[config.mk]
export PLATFORM = sky130hd
export DESIGN_NAME = dedup_fifo_ready_queue_top
export DESIGN_NICKNAME = d
export VERILOG_FILES = /design/src/design/dfrq_pkg.sv /design/src/design/dfrq_cell.sv /design/src/design/dedup_fifo_ready_queue_top.sv
export SDC_FILE = /design/constraint.sdc
export NUM_CORES = 2
export LEC_CHECK = 0
export ABC_AREA = 1
export BUFFER_PORTS_ARGS = -buffer_cell sky130_fd_sc_hd__buf_4
export CORE_MARGIN = 2
export CORE_UTILIZATION = 30
export DETAILED_ROUTE_END_ITERATION = 8
export RECOVER_POWER = 25
export SLEW_MARGIN = 20
export SYNTH_ARGS = -nofsm -noshare
export SYNTH_HDL_FRONTEND = slang
export SYNTH_SLANG_ARGS = --single-unit
export TNS_END_PERCENT = 100
[constraint.sdc]
create_clock -name i_clk -period 10.3 [get_ports i_clk]
set_clock_uncertainty 0.05 [all_clocks]
set_input_delay 0.515 -clock i_clk [delete_from_list [all_inputs] [get_ports i_clk]]
set_output_delay 0.515 -clock i_clk [all_outputs]
set_load 0.02 [all_outputs]
[src/design/dfrq_pkg.sv]
`default_nettype none
package dfrq_pkg;

    localparam int QUEUE_DEPTH = 16;
    localparam int KEY_WIDTH   = 32;
    localparam int CNT_W       = $clog2(QUEUE_DEPTH + 1);
    localparam int DATA_W      = 104;

    localparam logic [1:0] FUNC_ADD    = 2'd0;
    localparam logic [1:0] FUNC_REMOVE = 2'd1;
    localparam logic [1:0] FUNC_FINISH = 2'd2;

    localparam logic [2:0] OC_ADDED    = 3'd0;
    localparam logic [2:0] OC_DUP      = 3'd1;
    localparam logic [2:0] OC_FULL     = 3'd2;
    localparam logic [2:0] OC_REMOVED  = 3'd3;
    localparam logic [2:0] OC_NOTFOUND = 3'd4;
    localparam logic [2:0] OC_SCHEDULE = 3'd5;
    localparam logic [2:0] OC_IDLE     = 3'd6;

    typedef struct packed {
        logic [KEY_WIDTH-1:0] addr;
        logic [KEY_WIDTH-1:0] param;
    } t_key;

    typedef struct packed {
        logic active;
        logic load;
        logic shift;
        logic hit_in;
    } t_cell_ctl;

    function automatic logic [KEY_WIDTH-1:0] to_key(input logic [31:0] d);
        logic [63:0] ext;
        ext = {32'b0, d};
        return ext[KEY_WIDTH-1:0];
    endfunction

    function automatic logic [31:0] from_key(input logic [KEY_WIDTH-1:0] k);
        logic [63:0] ext;
        ext = 64'(k);
        return ext[31:0];
    endfunction

endpackage
`default_nettype wire

[src/design/dfrq_cell.sv]
`default_nettype none
module dfrq_cell
    import dfrq_pkg::*;
(
    input  wire logic      i_clk,
    input  wire t_cell_ctl i_ctl,
    input  wire t_key      i_req_key,
    input  wire t_key      i_next_key,
    output      t_key      o_key,
    output      logic      o_hit_chain
);

    t_key r_key;
    t_key n_key;
    logic w_match;

    assign w_match     = i_ctl.active && (r_key == i_req_key);
    assign o_hit_chain = i_ctl.hit_in | w_match;
    assign o_key       = r_key;

    // load at tail on add; on remove every cell at or past the hit takes its neighbor
    always_comb begin
        n_key = r_key;
        if (i_ctl.load) begin
            n_key = i_req_key;
        end else if (i_ctl.shift && o_hit_chain) begin
            n_key = i_next_key;
        end
    end

    always_ff @(posedge i_clk) begin
        r_key <= n_key;
    end

endmodule
`default_nettype wire

[src/design/dedup_fifo_ready_queue_top.sv]
`default_nettype none
// channel | dir | tdata (low bit up)                                    | tuser
// s_axis  | in  | action_addr 32, action_param 32, finish_status 1,     | func 2
//         |     | finish_value 32, zero pad 7                           |
// m_axis  | out | head_addr 32, head_param 32, status_out 1,            | outcome 3
//         |     | value_out 32, zero pad 7                              |
// Each request is captured in the IDLE state; then, in the EXEC state, every cell compares
// its key and the row loads the tail or shifts to close the gap (finish reads the head).
// One request at a time; the EXEC step waits while the output register is full and m_axis_tready is low.
// Synchronous active-low reset empties the queue; no clearing pass is needed.
module dedup_fifo_ready_queue_top
    import dfrq_pkg::*;
(
    input  wire logic              i_clk,
    input  wire logic              i_rst_n,
    input  wire logic              s_axis_tvalid,
    output      logic              s_axis_tready,
    input  wire logic [DATA_W-1:0] s_axis_tdata,  // action_addr, action_param, finish_status, finish_value
    input  wire logic [1:0]        s_axis_tuser,  // func
    output      logic              m_axis_tvalid,
    input  wire logic              m_axis_tready,
    output      logic [DATA_W-1:0] m_axis_tdata,  // head_addr, head_param, status_out, value_out
    output      logic [2:0]        m_axis_tuser   // outcome
);

    localparam logic ST_IDLE = 1'b0;
    localparam logic ST_EXEC = 1'b1;

    logic             r_state;
    logic             n_state;
    logic [CNT_W-1:0] r_count;
    logic [CNT_W-1:0] n_count;
    logic             r_m_valid;
    logic             n_m_valid;

    logic [1:0]  r_func;
    t_key        r_req_key;
    logic        r_status;
    logic [31:0] r_value;

    logic [2:0]  r_oc;
    logic [31:0] r_head_addr;
    logic [31:0] r_head_param;
    logic        r_status_out;
    logic [31:0] r_value_out;
    logic [2:0]  n_oc;
    logic [31:0] n_head_addr;
    logic [31:0] n_head_param;
    logic        n_status_out;
    logic [31:0] n_value_out;

    t_cell_ctl w_ctl   [QUEUE_DEPTH];
    t_key      w_key   [QUEUE_DEPTH];
    logic      w_chain [QUEUE_DEPTH];

    logic w_accept;
    logic w_commit;
    logic w_hit;
    logic w_full;
    logic w_add_ok;
    logic w_rem_ok;

    assign s_axis_tready = i_rst_n && (r_state == ST_IDLE);
    assign w_accept      = s_axis_tvalid && s_axis_tready;
    assign w_commit      = (r_state == ST_EXEC) && (!r_m_valid || m_axis_tready);
    assign w_hit         = w_chain[QUEUE_DEPTH-1];
    assign w_full        = (r_count == CNT_W'(QUEUE_DEPTH));
    assign w_add_ok      = w_commit && (r_func == FUNC_ADD) && !w_hit && !w_full;
    assign w_rem_ok      = w_commit && (r_func == FUNC_REMOVE) && w_hit;

    genvar gi;
    generate
        for (gi = 0; gi < QUEUE_DEPTH; gi++) begin : g_cell
            assign w_ctl[gi].active = (CNT_W'(gi) < r_count);
            assign w_ctl[gi].load   = w_add_ok && (CNT_W'(gi) == r_count);
            assign w_ctl[gi].shift  = w_rem_ok;
            if (gi == 0) begin : g_first
                assign w_ctl[gi].hit_in = 1'b0;
            end else begin : g_rest
                assign w_ctl[gi].hit_in = w_chain[gi-1];
            end

            if (gi == QUEUE_DEPTH - 1) begin : g_last
                dfrq_cell u_cell (
                    .i_clk       (i_clk),
                    .i_ctl       (w_ctl[gi]),
                    .i_req_key   (r_req_key),
                    .i_next_key  (w_key[gi]),
                    .o_key       (w_key[gi]),
                    .o_hit_chain (w_chain[gi])
                );
            end else begin : g_mid
                dfrq_cell u_cell (
                    .i_clk       (i_clk),
                    .i_ctl       (w_ctl[gi]),
                    .i_req_key   (r_req_key),
                    .i_next_key  (w_key[gi+1]),
                    .o_key       (w_key[gi]),
                    .o_hit_chain (w_chain[gi])
                );
            end
        end
    endgenerate

    always_comb begin
        n_oc         = OC_NOTFOUND;
        n_head_addr  = '0;
        n_head_param = '0;
        n_status_out = 1'b0;
        n_value_out  = '0;
        n_count      = r_count;
        unique case (r_func)
            FUNC_ADD: begin
                if (w_hit) begin
                    n_oc = OC_DUP;
                end else if (w_full) begin
                    n_oc = OC_FULL;
                end else begin
                    n_oc    = OC_ADDED;
                    n_count = r_count + CNT_W'(1);
                end
            end
            FUNC_REMOVE: begin
                if (w_hit) begin
                    n_oc    = OC_REMOVED;
                    n_count = r_count - CNT_W'(1);
                end
            end
            FUNC_FINISH: begin
                n_status_out = r_status;
                n_value_out  = r_value;
                if (r_count != '0) begin
                    n_oc         = OC_SCHEDULE;
                    n_head_addr  = from_key(w_key[0].addr);
                    n_head_param = from_key(w_key[0].param);
                end else begin
                    n_oc = OC_IDLE;
                end
            end
            default: begin
                n_oc = OC_NOTFOUND;
            end
        endcase
    end

    always_comb begin
        n_state   = r_state;
        n_m_valid = r_m_valid;
        if (m_axis_tready) begin
            n_m_valid = 1'b0;
        end
        if (w_accept) begin
            n_state = ST_EXEC;
        end
        if (w_commit) begin
            n_state   = ST_IDLE;
            n_m_valid = 1'b1;
        end
    end

    always_ff @(posedge i_clk) begin
        if (!i_rst_n) begin
            r_state   <= ST_IDLE;
            r_count   <= '0;
            r_m_valid <= 1'b0;
        end else begin
            r_state   <= n_state;
            r_m_valid <= n_m_valid;
            if (w_commit) begin
                r_count <= n_count;
            end
        end
    end

    always_ff @(posedge i_clk) begin
        if (w_accept) begin
            r_func          <= s_axis_tuser;
            r_req_key.addr  <= to_key(s_axis_tdata[31:0]);
            r_req_key.param <= to_key(s_axis_tdata[63:32]);
            r_status        <= s_axis_tdata[64];
            r_value         <= s_axis_tdata[96:65];
        end
        if (w_commit) begin
            r_oc         <= n_oc;
            r_head_addr  <= n_head_addr;
            r_head_param <= n_head_param;
            r_status_out <= n_status_out;
            r_value_out  <= n_value_out;
        end
    end

    assign m_axis_tvalid = r_m_valid;
    assign m_axis_tuser  = r_oc;
    assign m_axis_tdata  = {7'b0, r_value_out, r_status_out, r_head_param, r_head_addr};

endmodule
`default_nettype wire
[After elaboration in Yosys (flattened, before gate mapping)]
Index checks and enable logic that the tools add are counted.
Operators by class
  add/sub/neg operators: 2
  $mul: 0
  div/mod/pow operators: 0
  order comparisons: 16
  equality and inequality tests: 37
  shift operators: 0
  multiplexer cells: 41
  bitwise logic cells: 17
  reduce and logical (&&, ||, !) cells: 82
Operators with widths (number)
  64-bit two-way mux: 30
  64-bit equality test: 16
  1-bit logical AND: 55
  4-bit by 5-bit equality test with 1-bit output (first input constant): 8
  4-bit by 5-bit less-than comparator with 1-bit output (first input constant): 8
  2-bit nonzero test: 17
  3-bit by 5-bit equality test with 1-bit output (first input constant): 4
  3-bit by 5-bit less-than comparator with 1-bit output (first input constant): 4
  5-bit two-way mux: 3
  1-bit bitwise OR: 15
  2-bit by 5-bit equality test with 1-bit output (first input constant): 2
  1-bit by 5-bit less-than comparator with 1-bit output (first input constant): 2
  2-bit by 5-bit less-than comparator with 1-bit output (first input constant): 2
  5-bit one-hot mux with 2 select lines: 1
  3-bit one-hot mux with 3 select lines: 1
  2-bit two-way mux: 3
  2-bit inequality test (second input constant): 3
  5-bit by 1-bit adder with 5-bit output (second input constant): 1
  1-bit by 5-bit equality test with 1-bit output (first input constant): 1
  5-bit equality test (second input constant): 1
  5-bit zero test: 1
  5-bit AND reduction: 1
  5-bit nonzero test: 1
  5-bit by 1-bit subtractor with 5-bit output (second input constant): 1
  other kinds (10): 14
Word-level totals
  register bits after elaboration: 1230
  bits in latches: 0
  RAM bits: 0
  memory bits (read-only): 0
  input bits: 110
  output and inout port bits: 109
  logic and storage cells: 240
  memories kept: 0

[Depth between registers and ports, before layout]
  depth in word-level cells: 22
  depth in mapped cells: 24

[Modules after synthesis]
From an unflattened synthesis, not the netlist that was laid out.
Unflattened totals
  cell total of the unflattened synthesis: 8473
  area, all modules: 67593.6 um^2
Modules (own cells, without submodules)
  dfrq_cell: instances 16, cells each 494, area each 3741.1 um^2
  dedup_fifo_ready_queue_top: instances 1, cells each 569, area each 7736.2 um^2

[Least setup slack after synthesis]
No wires, ideal clock.
  path kind: input port to flip-flop
  start: input port m_axis_tready
  end: register g_cell[9].g_mid.u_cell.r_key, in the netlist g_cell[9].g_mid.u_cell.o_key[0], enable pin
  setup time: 0.574 ns
  data arrival time: 10.158 ns
  slack: -0.482 ns
  stages: 6
  buffers on the path: 0
  cell sequence: nor2_1 nor2_1 inv_1 nor2_1 inv_1 o21ai_0
On the way
  cells in the longest elaborated chain, start to end: 7
RTL lines
  start: declaration: line dedup_fifo_ready_queue_top.sv:21  | input wire logic m_axis_tready,
  1-bit logical OR *: line dedup_fifo_ready_queue_top.sv:65  | assign w_commit = (r_state == ST_EXEC) && (!r_m_valid || m_axis_tready);
  1-bit logical AND *: line dedup_fifo_ready_queue_top.sv:65
  1-bit logical AND (3 in series): line dedup_fifo_ready_queue_top.sv:68  | assign w_add_ok = w_commit && (r_func == FUNC_ADD) && !w_hit && !w_full;
  1-bit logical AND: line dedup_fifo_ready_queue_top.sv:75  | assign w_ctl[gi].load = w_add_ok && (CNT_W'(gi) == r_count);
  2-bit nonzero test (no source line) *
  end signal: assignment: line dfrq_cell.sv:32  | r_key <= n_key;
  end: declaration: line dfrq_cell.sv:13  | t_key r_key;
Mark *: on every way between the ends. The rest lies on a longest branch, timed or not.
A chain may end at the register's enable or synchronous reset.

[Final worst setup path]
  start: register r_req_key[16] (netlist bit)
  end: register g_cell[2].g_mid.u_cell.r_key, in the netlist g_cell[2].g_mid.u_cell.o_key[31], enable pin
On the way
  cells in the longest elaborated chain, start to end: 22
RTL lines
  start: declaration: line dedup_fifo_ready_queue_top.sv:37  | t_key r_req_key;
  64-bit equality test: line dfrq_cell.sv:17  | assign w_match = i_ctl.active && (r_key == i_req_key);
  1-bit logical AND: line dfrq_cell.sv:17
  1-bit bitwise OR (15 in series): line dfrq_cell.sv:18  | assign o_hit_chain = i_ctl.hit_in | w_match;
  1-bit zero test: line dedup_fifo_ready_queue_top.sv:68
  1-bit logical AND (2 in series): line dedup_fifo_ready_queue_top.sv:68
  1-bit logical AND: line dedup_fifo_ready_queue_top.sv:75
  2-bit nonzero test (no source line) *
  end signal: assignment: line dfrq_cell.sv:32
  end: declaration: line dfrq_cell.sv:13
Marks and branches as above.

==> out/summary.md <==
The run finished, with violations left. The final reports fail on capacitance limit, slew limit. The first global-routing pass estimated 346 mm of wire.

The register bit total from synthesis was 1230. For this run, global-route usage on met3 was measured as 3.58%. The clock transition at the register clock pins on the worst setup and hold paths after CTS was 0.06 ns; the routing usage on met2 was 37.5%. Endpoint class of the critical path: a flop.

The logs give 30.2% for the starting density of the core and 66000 sq um for the post-detailed-placement cell area. The launching element of the worst setup path was r_req_key[16]$_DFFE_PP_. In this run the static leakage power is 26.4 nW. Once detail routing completed, the nets flagged for antenna violations numbered 0. The area of the mapped netlist is 61700 sq um. The detailed-route wire length per cell was 27.3 um; the upper clock frequency limit was 0.118 GHz.

The type of the worst setup path is reg -> reg. 219 I/O pins were placed. In the final timing run, aggregate negative setup slack is 0 ns.

The final hold slack was 0.403 ns; the count of clock tree sinks was 1230. The startpoint of the most critical hold path was s_axis_tdata[69]. The floorplan has 166 rows. Last weighted congestion value of the routability-driven placer: 1.09. Once the clock tree was built, the resizer swapped 0 gates to a different size. Clock tree synthesis selected as its root buffer the cell clkbuf_16. The final HPWL from detailed placement was 188 mm; the synthesis-to-finish area growth was 14.8%.

The run gives 8 as the total iterations of the first detailed-routing run. Walking the worst path, the cells encountered are clkbuf_1, inv_1, buf_4, o22ai_1, nor2_1, nand3_1, nor2_1, nand3_1, nand4_1, nor2_4, nand4_2, nor2_2, nand4_1, nor2_2, nand4_4, nor2_4, nand3_1, nand2_4. Across every metal layer, demand over resource in global routing totals 23.5%.

Of all nets on the critical path, the largest fanout is 64. The average vias per placed instance came out at 5.11. The die height was 457 um. Yosys mapped the design onto 47 distinct sky130hd cell types. Sequential cells were found to cover 59.8% of the synthesized design area.

The met1 demand-to-capacity share in global routing was 28.9%. The cell repeated most along the worst path was nand3_1. Family of cells with the greatest summed delay on the critical path: simple AND/OR/NAND/NOR gates.

STA classifies the critical path startpoint as a flop. Across the VDD grid, the largest voltage drop is 0.000167 V. Clock tree synthesis inserted a total of 141 buffers.

The net count of the finished layout was 6507. Setup repair after global routing left no endpoint under its margin. During synthesis, Yosys emitted a total of 0 warnings.

The combinational cell fraction of total power was 6.0%; the DRC violation count after routing was 0. For this block, the via count after detailed routing is 47000. The min-delay analysis places its worst path in the category in -> reg.

Clock latency on the worst-skew pair, taken at its later pin, is 0.81 ns. STA puts the critical path data arrival time at 8.86 ns. The pin count of the biggest net entering global routing is 119, and the H-tree depth reported by CTS is 4.

The post-route netlist has 7.32% of its cells at a drive strength greater than 1. The power spent charging and discharging nets is 0.00268 W, and the synthesized area divided by synthesized cell count is 9.88 sq um. TritonCTS built the clock tree. Area of the die: 209000 sq um. For the overall power consumption, the log shows 0.0113 W. The delay of the slowest cell on the worst path was 1.67 ns; the sequential fraction of design power was 49.1%. The final worst-path cycle share came out at 82.4%.

Number of pins with negative max-slew slack in the final report: 1117. Input and output buffers added on the ports amount to 204. The first routing iteration left 5720 violations. The logs give 61 for the number of max-cap violations and 0 for the total of endpoints with negative setup slack in the final report. The wire length reported by the detailed router is 251 mm.

Among all stages on the critical path, the largest delay is contributed by clkbuf_1. The tools report the maximum count of clock buffers along a single path as 3. The switching power as a share of total power was 23.8%; the width of the chip was 457 um. For the worst setup path, the data required time is 10.67 ns.

In this run the tightest slew margin relative to its limit is -335%. The number of antenna violations at the first check in global routing is 9, and the minimum clock period after layout is 8.49 ns. Busiest layer in global routing: met2. Per report_power, the clock group accounts for 45.0% of the total. Counting both buffers and inverters, the worst setup path holds a total of 3. After routing the design area is 70800 sq um. Synthesis produced a netlist whose cell count is 6237. The via count of the first global-routing pass is 44300.

The logs give 0 for the overflow left after global routing and 204000 sq um for the area of the core region. The run gives 0 as the count of endpoints failing hold in the final timing report. The slew at the pin with the worst max-slew slack works out to 6.53 ns. Total power per unit cell area: 159 nW/um^2.

The startpoint identified for the worst register-to-register timing path is r_req_key[16]$_DFFE_PP_. Internal power comes to 0.00858 W.
[worst register-to-register path, cell delays in order, from the launching register on]
cell and delay [ns]:
edfxtp_1 0.32, clkbuf_1 1.67, inv_1 0.69, buf_4 0.47
o22ai_1 0.18, nor2_1 0.13, nand3_1 0.11, nor2_1 0.05
nand3_1 0.17, nand4_1 0.28, nor2_4 0.27, nand4_2 0.17
nor2_2 0.30, nand4_1 0.25, nor2_2 0.32, nand4_4 0.32
nor2_4 0.53, nand3_1 0.80, nand2_4 0.98
[cell families (layout without fill, tap and decap cells)]
| logic type | after synthesis | after routing | synth area share (%) |
|---|---|---|---|
| xor+xnor | 492 | 492 | 6.99 |
| simple gates | 2338 | 2338 | 15.5 |
| other cells | 1 | 13 | 0.00608 |
| compound gates | 1368 | 1368 | 12.1 |
| fa+ha+maj | 5 | 5 | 0.101 |
| buf+inv | 802 | 1063 | 5.54 |
| flops | 1230 | 1230 | 59.8 |
| mux | 1 | 1 | 0.0162 |
[cells in the final DEF, fill, tap and decap left out, types with 101 or more instances in the layout]
cell type	n
buf_4	101
clkbuf_1	215
clkbuf_16	143
dlygate4sd3_1	102
edfxtp_1	1223
inv_1	305
nand2_1	1652
nand4_1	105
nor2_1	367
o21ai_0	831
o21ai_1	289
xnor2_1	338
xor2_1	154
[metrics by stage]
step,worst slack [ns],util [%],std cells
after floorplan,-0.482,-,6243
after global placement,3.36,32.3,8835
after detailed placement,3.30,32.3,8835
after CTS,3.31,35.0,9192
after global routing,1.57,34.6,9195
final,1.81,34.6,9198
[Yosys cell counts (all sizes together)]
cell type     n  area, sq um
buf         251         1340
conb          1         3.75
or2          37          231
nand4       107          697
o22ai        96          601
a21oi        11         55.1
nor3         16         91.3
a211oi       23          173
a22o         38          333
or4           6         45.0
a2111o        1         11.3
a22oi         2         15.0
xor2        154         1350
dfxtp         7          140
mux2i         1         10.0
xnor2       338         2960
ha            5         62.6
nor2        375         1430
o21ai      1125         5630
nor4b         9         78.8
and3          2         12.5
a221oi       57          499
nor4         55          344
inv         327         1230
nand3        62          315
clkbuf      216          818
nand2      1664         6250
and2          1         6.26
o211ai        2         15.0
a221o         2         20.0
nand3b        4         30.0
o2111ai      10         87.6
edfxtp     1223        36700
clkinv        8         30.0
o221a         1         11.3
[path summary, 6_finish.rpt]
path,to,slack [ns],cells after the start
setup / recovery,g_cell[2].g_mid.u_cell.o_key[31]$_DFFE_PP_,1.81,18
hold / removal,r_value[4]$_DFFE_PP_,0.40,2
setup reg to reg,g_cell[2].g_mid.u_cell.o_key[31]$_DFFE_PP_,1.81,18
hold reg to reg,m_axis_tvalid$_SDFFE_PN0P_,0.49,2
[metal layers]
layer  vias to the layer above  share of wire (%)
li1                      21800                  -
met1                     22400                 39
met2                      2183                 45
met3                       579                7.3
met4                         2                8.6
met5                         -             0.0068
[power groups by stage]
| stage | combinational [W] | clock [W] | sequential (W) |
|---|---|---|---|
| 2_1_floorplan | 0.000282 | 0 | 0.00566 |
| 3_3_place_gp | 0.000659 | 0 | 0.00562 |
| 3_5_place_dp | 0.000657 | 0 | 0.00563 |
| 4_1_cts | 0.000692 | 0.00513 | 0.00552 |
| 5_1_grt | 0.000696 | 0.00532 | 0.00553 |
| 6_report | 0.000674 | 0.00506 | 0.00553 |
[what timing repair did]
item,in CTS,in global routing
hold endpoints to repair,106,0
buffers inserted,0,0
hold buffers,102,0
setup endpoints to repair,0,0
[flip-flops by register name (all words and copies together), names as in the netlist]
signal	cells
r_status	1
r_req_key	64
r_state	1
r_head_param	32
g_cell.g_last.u_cell.o_key	64
r_value	32
g_cell.g_mid.u_cell.o_key	960
r_head_addr	32
m_axis_tvalid	1
r_status_out	1
m_axis_tuser	3
r_func	2
r_count	5
r_value_out	32
[cell type report]
class / count / area, sq um
clock inverters: 89 / 901
clock buffers: 166 / 3660
diodes: 6 / 15.0
well taps: 2688 / 3360
flip-flops and latches: 1230 / 36900
repair buffers: 473 / 3100
fillers: 20700 / 134000
multi-input cells: 4211 / 21600
inverters: 335 / 1260
Note: power is estimated with default switching activity, not from simulation.
